**src/rtl/core/mcl_pkg.sv**
```systemverilog
// shared types, constants and register codes for the motor command limiter
package mcl_pkg;

  localparam int LANES  = 8;
  localparam int CMD_W  = 16;
  localparam int US_W   = 12;
  localparam int CNT_W  = 4;
  localparam int ADDR_W = 5;
  localparam int DATA_W = 32;
  localparam int IDX_W  = 3;
  // lane arithmetic: command minus peak plus max_throttle needs two bits of headroom
  localparam int EXT_W  = CMD_W + 2;

  localparam logic [CNT_W-1:0] RST_MOTOR_COUNT  = CNT_W'(4);
  localparam logic [US_W-1:0]  RST_MAX_THROTTLE = US_W'(2000);
  localparam logic [US_W-1:0]  RST_MIN_THROTTLE = US_W'(1150);
  localparam logic [US_W-1:0]  RST_MIN_CHECK    = US_W'(1100);
  localparam logic [US_W-1:0]  RST_MIN_COMMAND  = US_W'(1000);

  typedef logic signed [CMD_W-1:0] cmd_t;
  typedef logic [US_W-1:0] us_t;

  typedef enum logic [IDX_W-1:0] {
    REG_MOTOR_COUNT,
    REG_MAX_THROTTLE,
    REG_MIN_THROTTLE,
    REG_MIN_CHECK,
    REG_MIN_COMMAND
  } reg_idx_t;

  typedef struct packed {
    logic [CNT_W-1:0] motor_count;
    us_t              max_throttle;
    us_t              min_throttle;
    us_t              min_check;
    us_t              min_command;
  } cfg_t;

  typedef struct packed {
    cmd_t peak;
    logic idle;
    logic armed;
  } frame_ctl_t;

endpackage

```
**src/rtl/core/mcl_if.sv**
```systemverilog
// handshake channels for motor frames and limited command frames
interface mcl_frame_if;
  logic             valid;
  logic             ready;
  mcl_pkg::cmd_t    motor_zero;
  mcl_pkg::cmd_t    motor_one;
  mcl_pkg::cmd_t    motor_two;
  mcl_pkg::cmd_t    motor_three;
  mcl_pkg::cmd_t    motor_four;
  mcl_pkg::cmd_t    motor_five;
  mcl_pkg::cmd_t    motor_six;
  mcl_pkg::cmd_t    motor_seven;
  mcl_pkg::us_t     throttle_stick;
  logic             direct_throttle;
  logic             armed;

  modport source (
    output valid, motor_zero, motor_one, motor_two, motor_three, motor_four,
           motor_five, motor_six, motor_seven, throttle_stick, direct_throttle, armed,
    input  ready
  );
  modport sink (
    input  valid, motor_zero, motor_one, motor_two, motor_three, motor_four,
           motor_five, motor_six, motor_seven, throttle_stick, direct_throttle, armed,
    output ready
  );
endinterface

interface mcl_limit_if;
  logic          valid;
  logic          ready;
  mcl_pkg::us_t  out_zero;
  mcl_pkg::us_t  out_one;
  mcl_pkg::us_t  out_two;
  mcl_pkg::us_t  out_three;
  mcl_pkg::us_t  out_four;
  mcl_pkg::us_t  out_five;
  mcl_pkg::us_t  out_six;
  mcl_pkg::us_t  out_seven;

  modport source (
    output valid, out_zero, out_one, out_two, out_three, out_four, out_five,
           out_six, out_seven,
    input  ready
  );
  modport sink (
    input  valid, out_zero, out_one, out_two, out_three, out_four, out_five,
           out_six, out_seven,
    output ready
  );
endinterface

```
**src/rtl/core/mcl_regs.sv**
```systemverilog
// apb configuration registers of the motor command limiter
module mcl_regs (
  input  logic                        clk,
  input  logic                        rst,
  input  logic                        psel,
  input  logic                        penable,
  input  logic                        pwrite,
  input  logic [mcl_pkg::ADDR_W-1:0]  paddr,
  input  logic [mcl_pkg::DATA_W-1:0]  pwdata,
  output logic [mcl_pkg::DATA_W-1:0]  prdata,
  output logic                        pready,
  output mcl_pkg::cfg_t               cfg
);

  mcl_pkg::reg_idx_t idx;
  logic              wr;

  assign pready = 1'b1;
  assign idx    = mcl_pkg::reg_idx_t'(paddr[mcl_pkg::ADDR_W-1:2]);
  assign wr     = psel && penable && pwrite && pready;

  always_ff @(posedge clk) begin
    if (rst) begin
      cfg.motor_count  <= mcl_pkg::RST_MOTOR_COUNT;
      cfg.max_throttle <= mcl_pkg::RST_MAX_THROTTLE;
      cfg.min_throttle <= mcl_pkg::RST_MIN_THROTTLE;
      cfg.min_check    <= mcl_pkg::RST_MIN_CHECK;
      cfg.min_command  <= mcl_pkg::RST_MIN_COMMAND;
    end else if (wr) begin
      case (idx)
        mcl_pkg::REG_MOTOR_COUNT:  cfg.motor_count  <= pwdata[mcl_pkg::CNT_W-1:0];
        mcl_pkg::REG_MAX_THROTTLE: cfg.max_throttle <= pwdata[mcl_pkg::US_W-1:0];
        mcl_pkg::REG_MIN_THROTTLE: cfg.min_throttle <= pwdata[mcl_pkg::US_W-1:0];
        mcl_pkg::REG_MIN_CHECK:    cfg.min_check    <= pwdata[mcl_pkg::US_W-1:0];
        mcl_pkg::REG_MIN_COMMAND:  cfg.min_command  <= pwdata[mcl_pkg::US_W-1:0];
        default: ;
      endcase
    end
  end

  always_comb begin
    case (idx)
      mcl_pkg::REG_MOTOR_COUNT:  prdata = mcl_pkg::DATA_W'(cfg.motor_count);
      mcl_pkg::REG_MAX_THROTTLE: prdata = mcl_pkg::DATA_W'(cfg.max_throttle);
      mcl_pkg::REG_MIN_THROTTLE: prdata = mcl_pkg::DATA_W'(cfg.min_throttle);
      mcl_pkg::REG_MIN_CHECK:    prdata = mcl_pkg::DATA_W'(cfg.min_check);
      mcl_pkg::REG_MIN_COMMAND:  prdata = mcl_pkg::DATA_W'(cfg.min_command);
      default:                   prdata = '0;
    endcase
  end

endmodule

```
**src/rtl/core/mcl_peak.sv**
```systemverilog
// largest command over the lanes in use, as a three-level compare tree
module mcl_peak (
  input  mcl_pkg::cmd_t              cmd [mcl_pkg::LANES],
  input  logic [mcl_pkg::CNT_W-1:0]  motor_count,
  output mcl_pkg::cmd_t              peak
);

  localparam mcl_pkg::cmd_t CMD_FLOOR = {1'b1, {(mcl_pkg::CMD_W-1){1'b0}}};

  mcl_pkg::cmd_t masked [mcl_pkg::LANES];
  mcl_pkg::cmd_t lvl1   [mcl_pkg::LANES/2];
  mcl_pkg::cmd_t lvl2   [mcl_pkg::LANES/4];

  always_comb begin
    // lane zero always takes part; an empty count blanks all outputs later anyway
    for (int i = 0; i < mcl_pkg::LANES; i++) begin
      if (i == 0 || mcl_pkg::CNT_W'(i) < motor_count) masked[i] = cmd[i];
      else masked[i] = CMD_FLOOR;
    end
    for (int i = 0; i < mcl_pkg::LANES/2; i++) begin
      lvl1[i] = (masked[2*i+1] > masked[2*i]) ? masked[2*i+1] : masked[2*i];
    end
    for (int i = 0; i < mcl_pkg::LANES/4; i++) begin
      lvl2[i] = (lvl1[2*i+1] > lvl1[2*i]) ? lvl1[2*i+1] : lvl1[2*i];
    end
    peak = (lvl2[1] > lvl2[0]) ? lvl2[1] : lvl2[0];
  end

endmodule

```
**src/rtl/core/mcl_lane.sv**
```systemverilog
// one lane: shift down by the excess, clamp, then idle and disarm overrides
module mcl_lane (
  input  mcl_pkg::cmd_t       cmd,
  input  logic                active,
  input  mcl_pkg::cfg_t       cfg,
  input  mcl_pkg::frame_ctl_t ctl,
  output mcl_pkg::us_t        result
);

  logic signed [mcl_pkg::EXT_W-1:0] cmd_x;
  logic signed [mcl_pkg::EXT_W-1:0] peak_x;
  logic signed [mcl_pkg::EXT_W-1:0] hi_x;
  logic signed [mcl_pkg::EXT_W-1:0] lo_x;
  logic signed [mcl_pkg::EXT_W-1:0] shifted;
  mcl_pkg::us_t                     clamped;

  always_comb begin
    cmd_x   = {{(mcl_pkg::EXT_W-mcl_pkg::CMD_W){cmd[mcl_pkg::CMD_W-1]}}, cmd};
    peak_x  = {{(mcl_pkg::EXT_W-mcl_pkg::CMD_W){ctl.peak[mcl_pkg::CMD_W-1]}}, ctl.peak};
    hi_x    = {{(mcl_pkg::EXT_W-mcl_pkg::US_W){1'b0}}, cfg.max_throttle};
    lo_x    = {{(mcl_pkg::EXT_W-mcl_pkg::US_W){1'b0}}, cfg.min_throttle};
    shifted = (peak_x > hi_x) ? (cmd_x - peak_x + hi_x) : cmd_x;
    // lower bound wins when the bounds cross
    if (shifted < lo_x) clamped = cfg.min_throttle;
    else if (shifted > hi_x) clamped = cfg.max_throttle;
    else clamped = shifted[mcl_pkg::US_W-1:0];
    if (!active) result = '0;
    else if (!ctl.armed) result = cfg.min_command;
    else if (ctl.idle) result = cfg.min_throttle;
    else result = clamped;
  end

endmodule

```
**src/rtl/core/motor_command_limiter.sv**
```systemverilog
// top level of the motor command limiter: peak stage, eight limiter lanes, output register
//
//  channel  direction  handshake          payload
//  frame    in         valid/ready        motor_zero..motor_seven, stick, direct, armed
//  limit    out        valid/ready        out_zero..out_seven
//  apb      in         psel/penable       five config registers at 4*index
//
// limit valid follows the frame transfer through the registers in order: the peak tree is
// registered, then the lanes feed the output register. one frame per cycle sustained
// while limit.ready is high. rst clears both stage valids and loads the defaults.
// a stalled output holds its register; the peak stage still takes a frame
// while its own slot is empty, so each side stalls only when both slots fill.
module motor_command_limiter (
  input  logic                        clk,
  input  logic                        rst,
  mcl_frame_if.sink                   frame,
  mcl_limit_if.source                 limit,
  input  logic                        psel,
  input  logic                        penable,
  input  logic                        pwrite,
  input  logic [mcl_pkg::ADDR_W-1:0]  paddr,
  input  logic [mcl_pkg::DATA_W-1:0]  pwdata,
  output logic [mcl_pkg::DATA_W-1:0]  prdata,
  output logic                        pready
);

  mcl_pkg::cfg_t       cfg;
  mcl_pkg::cmd_t       in_cmd  [mcl_pkg::LANES];
  mcl_pkg::cmd_t       peak;
  mcl_pkg::cmd_t       s1_cmd  [mcl_pkg::LANES];
  mcl_pkg::frame_ctl_t s1_ctl;
  logic                s1_valid;
  mcl_pkg::us_t        lane_res [mcl_pkg::LANES];
  mcl_pkg::us_t        res      [mcl_pkg::LANES];
  logic                out_valid;
  logic                out_free;
  logic                s1_free;

  mcl_regs u_regs (
    .clk     (clk),
    .rst     (rst),
    .psel    (psel),
    .penable (penable),
    .pwrite  (pwrite),
    .paddr   (paddr),
    .pwdata  (pwdata),
    .prdata  (prdata),
    .pready  (pready),
    .cfg     (cfg)
  );

  assign in_cmd[0] = frame.motor_zero;
  assign in_cmd[1] = frame.motor_one;
  assign in_cmd[2] = frame.motor_two;
  assign in_cmd[3] = frame.motor_three;
  assign in_cmd[4] = frame.motor_four;
  assign in_cmd[5] = frame.motor_five;
  assign in_cmd[6] = frame.motor_six;
  assign in_cmd[7] = frame.motor_seven;

  mcl_peak u_peak (
    .cmd         (in_cmd),
    .motor_count (cfg.motor_count),
    .peak        (peak)
  );

  assign out_free    = !out_valid || limit.ready;
  assign s1_free     = !s1_valid || out_free;
  assign frame.ready = s1_free;

  always_ff @(posedge clk) begin
    if (rst) begin
      s1_valid  <= 1'b0;
      out_valid <= 1'b0;
    end else begin
      if (s1_free) s1_valid <= frame.valid;
      if (out_free) out_valid <= s1_valid;
    end
  end

  always_ff @(posedge clk) begin
    if (frame.valid && s1_free) begin
      s1_cmd       <= in_cmd;
      s1_ctl.peak  <= peak;
      s1_ctl.idle  <= frame.direct_throttle && (frame.throttle_stick < cfg.min_check);
      s1_ctl.armed <= frame.armed;
    end
    if (s1_valid && out_free) res <= lane_res;
  end

  for (genvar g = 0; g < mcl_pkg::LANES; g++) begin : g_lane
    mcl_lane u_lane (
      .cmd    (s1_cmd[g]),
      .active (mcl_pkg::CNT_W'(g) < cfg.motor_count),
      .cfg    (cfg),
      .ctl    (s1_ctl),
      .result (lane_res[g])
    );
  end

  assign limit.valid     = out_valid;
  assign limit.out_zero  = res[0];
  assign limit.out_one   = res[1];
  assign limit.out_two   = res[2];
  assign limit.out_three = res[3];
  assign limit.out_four  = res[4];
  assign limit.out_five  = res[5];
  assign limit.out_six   = res[6];
  assign limit.out_seven = res[7];

endmodule
```
**src/flat_wrapper.sv**
```systemverilog
// flat-port wrapper written by rule: the top's interface ports become plain ports
module motor_command_limiter_flat 
  (clk, rst, psel, penable, pwrite, paddr, pwdata, prdata, pready, frame_valid, frame_motor_zero, frame_motor_one, frame_motor_two, frame_motor_three, frame_motor_four, frame_motor_five, frame_motor_six, frame_motor_seven, frame_throttle_stick, frame_direct_throttle, frame_armed, frame_ready, limit_valid, limit_out_zero, limit_out_one, limit_out_two, limit_out_three, limit_out_four, limit_out_five, limit_out_six, limit_out_seven, limit_ready);
  mcl_frame_if frame_i ();
  mcl_limit_if limit_i ();
  input  logic clk;
  input  logic rst;
  input  logic psel;
  input  logic penable;
  input  logic pwrite;
  input  logic [mcl_pkg::ADDR_W-1:0] paddr;
  input  logic [mcl_pkg::DATA_W-1:0] pwdata;
  output logic [mcl_pkg::DATA_W-1:0] prdata;
  output logic pready;
  input wire logic [$bits(frame_i.valid)-1:0] frame_valid;
  input wire logic [$bits(frame_i.motor_zero)-1:0] frame_motor_zero;
  input wire logic [$bits(frame_i.motor_one)-1:0] frame_motor_one;
  input wire logic [$bits(frame_i.motor_two)-1:0] frame_motor_two;
  input wire logic [$bits(frame_i.motor_three)-1:0] frame_motor_three;
  input wire logic [$bits(frame_i.motor_four)-1:0] frame_motor_four;
  input wire logic [$bits(frame_i.motor_five)-1:0] frame_motor_five;
  input wire logic [$bits(frame_i.motor_six)-1:0] frame_motor_six;
  input wire logic [$bits(frame_i.motor_seven)-1:0] frame_motor_seven;
  input wire logic [$bits(frame_i.throttle_stick)-1:0] frame_throttle_stick;
  input wire logic [$bits(frame_i.direct_throttle)-1:0] frame_direct_throttle;
  input wire logic [$bits(frame_i.armed)-1:0] frame_armed;
  output wire logic [$bits(frame_i.ready)-1:0] frame_ready;
  output wire logic [$bits(limit_i.valid)-1:0] limit_valid;
  output wire logic [$bits(limit_i.out_zero)-1:0] limit_out_zero;
  output wire logic [$bits(limit_i.out_one)-1:0] limit_out_one;
  output wire logic [$bits(limit_i.out_two)-1:0] limit_out_two;
  output wire logic [$bits(limit_i.out_three)-1:0] limit_out_three;
  output wire logic [$bits(limit_i.out_four)-1:0] limit_out_four;
  output wire logic [$bits(limit_i.out_five)-1:0] limit_out_five;
  output wire logic [$bits(limit_i.out_six)-1:0] limit_out_six;
  output wire logic [$bits(limit_i.out_seven)-1:0] limit_out_seven;
  input wire logic [$bits(limit_i.ready)-1:0] limit_ready;
  assign frame_i.valid = frame_valid;
  assign frame_i.motor_zero = frame_motor_zero;
  assign frame_i.motor_one = frame_motor_one;
  assign frame_i.motor_two = frame_motor_two;
  assign frame_i.motor_three = frame_motor_three;
  assign frame_i.motor_four = frame_motor_four;
  assign frame_i.motor_five = frame_motor_five;
  assign frame_i.motor_six = frame_motor_six;
  assign frame_i.motor_seven = frame_motor_seven;
  assign frame_i.throttle_stick = frame_throttle_stick;
  assign frame_i.direct_throttle = frame_direct_throttle;
  assign frame_i.armed = frame_armed;
  assign frame_ready = frame_i.ready;
  assign limit_valid = limit_i.valid;
  assign limit_out_zero = limit_i.out_zero;
  assign limit_out_one = limit_i.out_one;
  assign limit_out_two = limit_i.out_two;
  assign limit_out_three = limit_i.out_three;
  assign limit_out_four = limit_i.out_four;
  assign limit_out_five = limit_i.out_five;
  assign limit_out_six = limit_i.out_six;
  assign limit_out_seven = limit_i.out_seven;
  assign limit_i.ready = limit_ready;
  motor_command_limiter u_core (.clk(clk), .rst(rst), .frame(frame_i), .limit(limit_i), .psel(psel), .penable(penable), .pwrite(pwrite), .paddr(paddr), .pwdata(pwdata), .prdata(prdata), .pready(pready));
endmodule
```
**config.mk**
```make
export PLATFORM = sky130hd
export DESIGN_NAME = motor_command_limiter_flat
export DESIGN_NICKNAME = d
export VERILOG_FILES = /design/src/rtl/core/mcl_pkg.sv /design/src/rtl/core/mcl_if.sv /design/src/rtl/core/mcl_regs.sv /design/src/rtl/core/mcl_peak.sv /design/src/rtl/core/mcl_lane.sv /design/src/rtl/core/motor_command_limiter.sv /design/src/flat_wrapper.sv
export SDC_FILE = /design/constraint.sdc
export NUM_CORES = 1
export LEC_CHECK = 0
export ABC_AREA = 1
export BUFFER_PORTS_ARGS = -buffer_cell sky130_fd_sc_hd__buf_2
export CELL_PAD_IN_SITES_DETAIL_PLACEMENT = 1
export CELL_PAD_IN_SITES_GLOBAL_PLACEMENT = 2
export CORE_MARGIN = 2
export CORE_UTILIZATION = 32
export DETAILED_ROUTE_END_ITERATION = 7
export PLACE_DENSITY_LB_ADDON = 0.2
export SYNTH_ARGS = -nofsm -noshare
export SYNTH_HDL_FRONTEND = slang
export SYNTH_SLANG_ARGS = --single-unit
export TNS_END_PERCENT = 100
```
**constraint.sdc**
```tcl
create_clock -name clk -period 5.9 [get_ports clk]
set_input_delay 0.59 -clock clk [delete_from_list [all_inputs] [get_ports clk]]
set_output_delay 0.59 -clock clk [all_outputs]
set_load 0.01 [all_outputs]
```
; ---- Word-level counts from Yosys, hierarchy flattened
; Index checks and enable logic that the tools add are counted.
[classes]
n_addsub = 16
order_cmp = 33
eq_ne = 4
n_mux = 55
reduce_logical = 15
[ops]
columns = op, n
row1 = 12-bit two-way mux, 32
row2 = 16-bit two-way mux, 14
row3 = 17-bit by 13-bit adder with 18-bit output, 8
row4 = 18-bit by 13-bit greater-than comparator with 1-bit output, 8
row5 = 18-bit by 13-bit less-than comparator with 1-bit output, 8
row6 = 18-bit two-way mux, 8
row7 = 16-bit by 16-bit subtractor with 17-bit output, 8
row8 = 16-bit greater-than comparator, 7
row9 = 12-bit case mux with 5 select lines, 1
row10 = 16-bit by 13-bit greater-than comparator with 1-bit output, 1
row11 = "3-bit by 4-bit less-than comparator with 1-bit output, first input constant", 4
row12 = 12-bit less-than comparator, 1
row13 = 2-bit AND reduction, 5
row14 = "1-bit by 4-bit less-than comparator with 1-bit output, first input constant", 2
row15 = "2-bit by 4-bit less-than comparator with 1-bit output, first input constant", 2
row16 = "3-bit by 2-bit == test with 1-bit output, second input constant", 2
row17 = 1-bit logical AND, 5
row18 = "3-bit by 1-bit == test with 1-bit output, second input constant", 1
row19 = "3-bit == test, second input constant", 1
row20 = 3-bit logical NOT, 1
row21 = 1-bit logical NOT, 2
row22 = 1-bit logical OR, 2
[totals]
reg_bits = 296
inputBits = 186
out_inout_bits = 131
word_cells = 149

; ---- Depth between registers and ports, before layout
; Gate-level depths: netlist of run 1.
[depth]
depth_word = 8
depth_mapped = 53
mapped_depth_nobuf = 48

; ---- By module
; A second synthesis of run 1 with hierarchy kept.
[unflattened]
cells_unflattened = 5939
hier_area_um2 = 40525.1
[modules_own_cells]
columns = module, instances, cells_per_inst, area_each_um2, seq_area_each_um2
row1 = mcl_lane (u_core.g_lane[0].u_lane ...), 3, 570, 3170.5, 0.0
row2 = mcl_lane (u_core.g_lane[5].u_lane ...), 3, 511, 3050.4, 0.0
row3 = motor_command_limiter, 1, 320, 7712.4, 7307.0
row4 = mcl_peak, 1, 856, 4793.3, 0.0
row5 = mcl_lane (u_core.g_lane[1].u_lane), 1, 561, 3281.9, 0.0
row6 = mcl_lane (u_core.g_lane[2].u_lane), 1, 527, 3258.1, 0.0
row7 = mcl_regs, 1, 432, 2816.5, 1041.0

; ---- Worst setup path after synthesis of run 1
; Ideal clock, no wire load.
[synth_path]
kind = flip-flop to flip-flop
start = reg, netlist name u_core.u_regs.cfg[51]
end = reg u_core.s1_ctl[16] (netlist name) (data pin)
setup_ns = 0.254
arrival_time_ns = 6.167
required_time_ns = 5.646
path_slack_ns = -0.521
stages_incl_launch_ff = 40
path_buffers = 5
synth_period_minus_slack_ns = 6.421
cell_sequence = dfxtp_1 > buf_4 > nor2_1 > inv_1 > nor2_1 > clkbuf_1 > nor2_1 > ha_1 > inv_1 > o21bai_1 > a221oi_1 > o221ai_1 > nand4_1 > a31oi_1 > o21ai_0 > clkbuf_1 > nand2_1 > o21ai_0 > [... 4 more ...] > o221ai_1 > a21oi_1 > xor2_1 > nand2_1 > clkbuf_1 > o21ai_0 > ha_1 > a21oi_1 > nor2_1 > a211oi_1 > o221ai_1 > nand2_1 > o211ai_1 > o21ai_0 > and2_0 > clkbuf_1 > or2_2 > nand2_1
[synth_via]
elab_chain_cells = 8
elab_cells_between_ends = 28
cone_classes = order compare: 14 / mux: 14
[synth_rtl]
columns = element, line
row1 = 3-bit by 4-bit less-than comparator with 1-bit output (tied with other cells), mcl_peak.sv:17  ; if (i == 0 || mcl_pkg::CNT_W'(i) < motor_count) masked[i] = cmd[i];
row2 = 16-bit two-way mux, mcl_peak.sv:17
row3 = 16-bit greater-than comparator, mcl_peak.sv:21  ; lvl1[i] = (masked[2*i+1] > masked[2*i]) ? masked[2*i+1] : masked[2*i];
row4 = 16-bit two-way mux, mcl_peak.sv:21
row5 = 16-bit greater-than comparator, mcl_peak.sv:24  ; lvl2[i] = (lvl1[2*i+1] > lvl1[2*i]) ? lvl1[2*i+1] : lvl1[2*i];
row6 = 16-bit two-way mux, mcl_peak.sv:24
row7 = 16-bit greater-than comparator, mcl_peak.sv:26  ; peak = (lvl2[1] > lvl2[0]) ? lvl2[1] : lvl2[0];
row8 = 16-bit two-way mux (*), mcl_peak.sv:26
row9 = net u_core.peak[14], motor_command_limiter.sv:29  ; mcl_pkg::cmd_t peak;
row10 = to (decl), motor_command_limiter.sv:31  ; mcl_pkg::frame_ctl_t s1_ctl;
; The timed path passes the listed nets; every way through them passes the cells marked *.
; A chain may end at the register's enable or synchronous reset.

; ---- Worst setup path in the final report of run 1
[layout_path]
start = reg, netlist name u_core.u_regs.cfg[51]
end = reg u_core.s1_ctl[3] (netlist name) (data pin)
[layout_via]
elab_chain_cells = 8
elab_cells_between_ends = 28
cone_classes = order compare: 14 / mux: 14
[layout_rtl]
columns = element, line
row1 = 3-bit by 4-bit less-than comparator with 1-bit output (tied with other cells), mcl_peak.sv:17
row2 = 16-bit two-way mux, mcl_peak.sv:17
row3 = 16-bit greater-than comparator, mcl_peak.sv:21
row4 = 16-bit two-way mux, mcl_peak.sv:21
row5 = 16-bit greater-than comparator, mcl_peak.sv:24
row6 = 16-bit two-way mux, mcl_peak.sv:24
row7 = 16-bit greater-than comparator, mcl_peak.sv:26
row8 = 16-bit two-way mux (*), mcl_peak.sv:26
row9 = net u_core.peak[1], motor_command_limiter.sv:29
; Marked as above.

==> run_results.csv, run 1 <==
group,metric,value,unit
setup_path,timing.rr.start,"u_core.u_regs.cfg[51]$_SDFFE_PP0P_",
setup_path,critPathKind,"reg -> reg",
cts,cts_tree,"yes",
timing,fin_skew,31.4,ps
timing,min_period_over_period,1.08,
timing,post-route-min-period,6350,ps
timing,fin_ws,-445,ps
cells_and_area,final_cell_mix,"nand2_1 (1026), inv_1 (659), buf_4 (490)",
grt,grt_pass1_wl,234,mm
drt,vias,35900,
floorplanning,start_util,0.323,
cts,cts-root-buf,"clkbuf_16",
floorplanning,fp.dieW,331,µm
timing,fmaxAchievable,158,MHz
timing,relSlewSlack,0.153,
setup_path,cpPeakStageDelay,360,ps
cts,numCtsBuffers,39,
cts,clock_sinks,296,
cts,path_clk_slew,60,ps
timing,finalSetupTns,-6660,ps
timing,hold_viol,0,
cells_and_area,layout-drive-gt1-share,0.219,
setup_path,r2r_slack,-450,ps
floorplanning,ios,317,
setup_path,start_kind,"flip-flop",
worst_hold_path,holdPathStages,1,
setup_path,worstPathArrival,6700,ps
yosys,ys_seq_area_frac,0.245,
setup_path,worstSetupEndpointType,"flip-flop",
cells_and_area,layoutNonFillerInstCount,6807,
job,cap_violations,0,
cells_and_area,fin_nets,6171,
run_status,status,"finished, violations left",
run_status,violations,"negative setup slack",
setup_path,rr_endpoint,"u_core.s1_ctl[3]$_DFFE_PP_",
grt,grt_pass1_vias,35600,
cells_and_area,syn_to_final_growth,28.0,%
drt,antenna_left,0,
cts,htreeDepth,2,
drt,route.detailed.drc,0,
yosys,syn_area,0.0341,mm²
place,dp.cells,6666,
floorplanning,die-height,331,µm
cts,clk_latency,610,ps
setup_path,cp.required,6250,ps
setup_path,crit_path_top_delay_cell,"dfxtp_4",
place,gp_congestion,0.924,
grt,grt_antenna_before_repair,1,
drt,viasPerCell,5.28,
timing,slew_violations,0,
timing,setup_viol,16,
worst_hold_path,hold_class,"in -> reg",
drt,routed_wl,163,mm
setup_path,path_common_cell,"nand2_1",
cts,clock_path_buffers,3,
timing,rsz0062_at_grt,"yes",
yosys,ys_seq_elements,296,
yosys,ys_types,67,
floorplanning,num_rows,119,
place,dp.final_hpwl,131,mm
worst_hold_path,min_from,"frame_armed",
grt,grt_max_degree,114,
yosys,ys_warn_count,0,
pwr,max-vdd-ir-drop,0.000291,V
floorplanning,die_area,0.109,mm²
place,portBuffers,273,
yosys,synth_cells,4673,
setup_path,reg2reg_depth,45,
drt,wire_per_inst,23.9,µm
pwr,power_leakage,21.5,nW
place,pre_cts_ws,-748,ps
setup_path,startpoint,"u_core.u_regs.cfg[51]$_SDFFE_PP0P_",
grt,overflow,0,
timing,worstMarginPinSlew,1260,ps
yosys,synthArstFlopShare,0,
worst_hold_path,whs_endpoint,"u_core.s1_ctl[0]$_DFFE_PP_",
pwr,power,0.0231,W
floorplanning,core_area,0.106,mm²
drt,firstDrtPassIters,7,
grt,track_usage,0.290,
cells_and_area,final_common_cell,"nand2_1",
setup_path,crit_fanout,13,
yosys,avgSynthCellArea,7.30,µm²
yosys,synth_edf_count,242,
drt,drt_iter0_drc,2519,
yosys,ys.flop_type,"edfxtp_1",
pwr,p_per_area,530,mW/mm²
-- kinds of logic (layout without fill, tap and decap cells) --
kind of cell,after synthesis,in the layout,share of synthesized area
AND/OR/NAND/NOR,1931,1932,0.247
AO/OA/AOI/OAI,902,902,0.146
buffers and inverters,858,1580,0.100
adder cells (fa/ha/maj),600,600,0.241
flip-flops,296,296,0.245
XOR/XNOR,82,82,0.0210
other,2,22,0.000220
multiplexers,2,2,0.000587
-- worst max path at each step --
stage | end | slack, ps | cells after the start
after global routing | u_core.s1_ctl[7]$_DFFE_PP_ | -850 | 45
final | u_core.s1_ctl[3]$_DFFE_PP_ | -450 | 45
after global placement | u_core.s1_ctl[2]$_DFFE_PP_ | -600 | 42
after detailed placement | u_core.s1_ctl[13]$_DFFE_PP_ | -750 | 40
after floorplan | u_core.s1_ctl[15]$_DFFE_PP_ | 2 | 44
after CTS | u_core.s1_ctl[4]$_DFFE_PP_ | -130 | 40
-- cell type report --
cell class | instances | area (µm²)
multi-input combinational | 3539 | 23700
inverter | 695 | 2640
timing repair buffer | 814 | 5890
fill | 13100 | 61900
antenna | 1 | 2.50
clock inverter | 22 | 272
sequential | 296 | 8360
tap | 1391 | 1740
clock buffer | 49 | 1070
-- where the power goes --
group	total [W]	switching, W	internal, W
sequential	0.00267	0.000155	0.00252
combinational	0.0180	0.0113	0.00670
clock	0.00250	0.00102	0.00148
total	0.0231	0.0124	0.0107
-- through the flow --
stage,instance area [µm²],util,hold WS [ps]
floorplan,34200,-,445
global placement,40300,0.381,468
detailed placement,40300,0.381,476
CTS,42400,0.402,144
global route,43700,0.414,159
finish,43700,0.414,174
-- sequential cells by signal, indices dropped and copies added (netlist names) --
signal,cells
u_core.limit.out_five,12
u_core.limit.out_four,12
u_core.limit.out_one,12
u_core.limit.out_seven,12
u_core.limit.out_six,12
u_core.limit.out_three,12
u_core.limit.out_two,12
u_core.limit.out_zero,12
u_core.limit.valid,1
u_core.s1_cmd,128
u_core.s1_ctl,18
u_core.s1_valid,1
u_core.u_regs.cfg,52
-- cell usage after synthesis (20+ instances only) --
cell type	instances	area share
buf_4	28	0.0062
ha_1	504	0.18
inv_1	675	0.074
clkbuf_1	93	0.010
xnor2_1	35	0.0090
fa_1	96	0.056
xor2_1	47	0.012
nand4_1	146	0.027
dfxtp_1	54	0.032
o21ai_0	303	0.044
nand3_1	324	0.048
nand2_1	1073	0.12
nor3_1	43	0.0063
buf_2	35	0.0051
o211ai_1	31	0.0068
edfxtp_1	242	0.21
a21oi_1	433	0.063
nor2_1	243	0.027
or2_2	37	0.0068
and2_1	20	0.0037
-- critical path, delay by kind of cell (launching register included) --
kind / cells / cell delay (ps)
and+or+nand+nor: 24 / 2300
adders and majority gates: 3 / 880
buffers and inverters: 8 / 1060
AOI/OAI and AO/OA: 10 / 1500
DFF: 1 / 360
-- per-layer routing --
metal,share of wire,GRT usage
met2,0.44,0.458
met5,0.000080,0
met3,0.052,0.0307
met4,0.023,0.0642
met1,0.49,0.424
-- timing repair --
item | 4_1_cts | 5_1_grt
gates resized for setup | 172 | 230
setup endpoints to repair | 21 | 109
hold buffers | 0 | 0
setup buffers | 23 | 43
gates cloned | 5 | 6
pin swaps | 24 | 118
endpoints found under the hold margin | 0 | 0
Power figures use the tool's default switching activity.
==> run 2: changes to the inputs <==
--- a/config.mk
+++ b/config.mk
@@ -10,7 +10,7 @@
 export CELL_PAD_IN_SITES_DETAIL_PLACEMENT = 1
 export CELL_PAD_IN_SITES_GLOBAL_PLACEMENT = 2
 export CORE_MARGIN = 2
-export CORE_UTILIZATION = 32
+export CORE_UTILIZATION = 39
 export DETAILED_ROUTE_END_ITERATION = 7
 export PLACE_DENSITY_LB_ADDON = 0.2
 export SYNTH_ARGS = -nofsm -noshare
==> constraint.sdc (replaced) <==
create_clock -name clk -period 7.4 [get_ports clk]
set_input_delay 0.74 -clock clk [delete_from_list [all_inputs] [get_ports clk]]
set_output_delay 0.74 -clock clk [all_outputs]
set_load 0.01 [all_outputs]
==> run 2 against run 1 <==
The flow now finishes without violations; clock skew increased by 3.1 ps; sequential share of layout area increased by 2.6 points; global-route usage rose by 3.1 points; total power down 28%; core utilization up 3.0 points; non-clock buffer count shrank 417; worst hold slack gained 160 ps; sequential power is 15% lower.
==> run_results.csv, run 2 (synthesis results as in run 1) <==
group,metric,value,unit
floorplanning,start_util,0.393,
worst_hold_path,holdPathStages,2,
timing,relSlewSlack,0.0803,
timing,min_period_over_period,0.924,
cts,cts_tree,"yes",
cts,cts-root-buf,"clkbuf_16",
worst_hold_path,hold_class,"in -> reg",
cts,clock_sinks,296,
pwr,max-vdd-ir-drop,0.000204,V
drt,wire_per_inst,24.0,µm
floorplanning,fp.dieW,300,µm
cells_and_area,design_area,0.0385,mm²
setup_path,path_common_cell,"nand2_1",
setup_path,worstSetupEndpointType,"flip-flop",
job,cap_violations,0,
drt,drt_iter0_drc,2750,
timing,worstMarginPinSlew,1370,ps
setup_path,start_kind,"flip-flop",
timing,fin_skew,34.6,ps
grt,track_usage,0.321,
cts,clk_latency,590,ps
place,gp_congestion,0.917,
timing,post-route-min-period,6840,ps
cells_and_area,fin_nets,5750,
grt,overflow,0,
place,dp.cells,6070,
cells_and_area,utilization,0.444,
setup_path,reg2reg_depth,39,
cells_and_area,regMostFlops,"u_core.s1_cmd",
drt,antenna_left,0,
setup_path,cp.required,7850,ps
cts,htreeDepth,2,
setup_path,crit_fanout,31,
cts,clock_path_buffers,3,
cts,path_clk_slew,60,ps
floorplanning,num_rows,108,
place,dp.final_hpwl,117,mm
grt,grt_max_degree,87,
drt,route.detailed.drc,0,
cells_and_area,final_common_cell,"nand2_1",
setup_path,worstPathArrival,7290,ps
cells_and_area,largest_reg_flops,128,
drt,viasPerCell,5.59,
pwr,power,0.0166,W
setup_path,crit_path_top_delay_cell,"o21ai_0",
timing,fmaxAchievable,146,MHz
grt,grt_pass1_wl,215,mm
cells_and_area,final_cell_mix,"nand2_1 (1071), inv_1 (673), ha_1 (504)",
cts,numCtsBuffers,36,
floorplanning,die_area,0.0899,mm²
floorplanning,ios,317,
timing,rsz0062_at_grt,"no",
drt,firstDrtPassIters,5,
timing,hold_viol,0,
pwr,power_leakage,19.1,nW
setup_path,critPathKind,"reg -> reg",
cells_and_area,layout-drive-gt1-share,0.110,
cells_and_area,layoutNonFillerInstCount,6141,
timing,fin_ws,562,ps
place,placed_area,0.0371,mm²
place,pre_cts_ws,-39.4,ps
timing,slew_violations,0,
run_status,status,"complete, no violations",
drt,routed_wl,148,mm
floorplanning,die-height,300,µm
drt,vias,34300,
timing,setup_viol,0,
cells_and_area,num_antenna_cells,0,
cells_and_area,reg_top3,"u_core.s1_cmd x128, u_core.u_regs.cfg x52, u_core.s1_ctl x18",
place,portBuffers,273,
setup_path,cpPeakStageDelay,510,ps
grt,grt_pass1_vias,33800,
cells_and_area,syn_to_final_growth,12.8,%
grt,grt_antenna_before_repair,4,
floorplanning,core_area,0.0868,mm²
pwr,p_per_area,432,mW/mm²
==> run 2: cell types whose count changed in the layout (fill, tap and decap cells not counted), moves of 23 or more <==
cell and delta:
nand2_2 -34, ha_1 +27, nand2_1 +45, o21ai_2 -39
buf_4 -375, ha_4 -23, o21ai_0 +59
==> run 2: timing repair <==
action,CTS,global route
hold endpoints to repair,0,0
buffers inserted,0,11
gates resized for setup,4,39
pin swaps,0,7
endpoints found under the setup margin,16,16
hold buffers,0,0
==> run 2: path summary, 6_finish.rpt <==
kind	slack, ps	endpoint	from
worst max-delay path	560	u_core.s1_ctl[7]$_DFFE_PP_	u_core.u_regs.cfg[50]$_SDFFE_PP1P_
worst min-delay path	330	u_core.limit.valid$_SDFFE_PP0P_	rst
worst max register to register	560	u_core.s1_ctl[7]$_DFFE_PP_	u_core.u_regs.cfg[50]$_SDFFE_PP1P_
worst min register to register	500	u_core.u_regs.cfg[19]$_SDFFE_PP0P_	u_core.u_regs.cfg[19]$_SDFFE_PP0P_
==> run 2: power by group <==
part | internal (W) | total (W) | switching, W
registers | 0.00201 | 0.00226 | 0.000254
logic | 0.00424 | 0.0125 | 0.00828
clock network | 0.00104 | 0.00183 | 0.000794
==> run 2: cell type report <==
class | instances | area, µm²
Clock inverter | 22 | 263
Sequential cell | 296 | 8350
Fill cell | 11100 | 48300
Timing Repair Buffer | 397 | 2360
Clock buffer | 38 | 908
Inverter | 695 | 2620
Multi-Input combinational cell | 3538 | 22500
Tap cell | 1155 | 1450
==> run 2: per-layer routing <==
| layer | track usage | vias up | share of wire |
|---|---|---|---|
| met3 | 0.0568 | 232 | 0.075 |
| li1 | - | 16300 | - |
| met4 | 0.0965 | 6 | 0.033 |
| met2 | 0.489 | 1108 | 0.42 |
| met5 | 0 | - | 0.00026 |
| met1 | 0.462 | 16700 | 0.47 |
==> run 2: critical path: cells and delay by family, from the launching register on <==
| family | cells | cell delay, ps |
|---|---|---|
| DFF | 1 | 370 |
| adders and majority gates | 3 | 1000 |
| and+or+nand+nor | 24 | 2920 |
| buffers and inverters | 4 | 690 |
| AOI/OAI and AO/OA | 8 | 1680 |
==> run 2: metrics by stage <==
stage | setup TNS [ps] | hold WS, ps
after global routing | 0 | 328
after global placement | 0 | 465
final | 0 | 335
after CTS | 0 | 319
after detailed placement | -292 | 477
after floorplan | 0 | 445
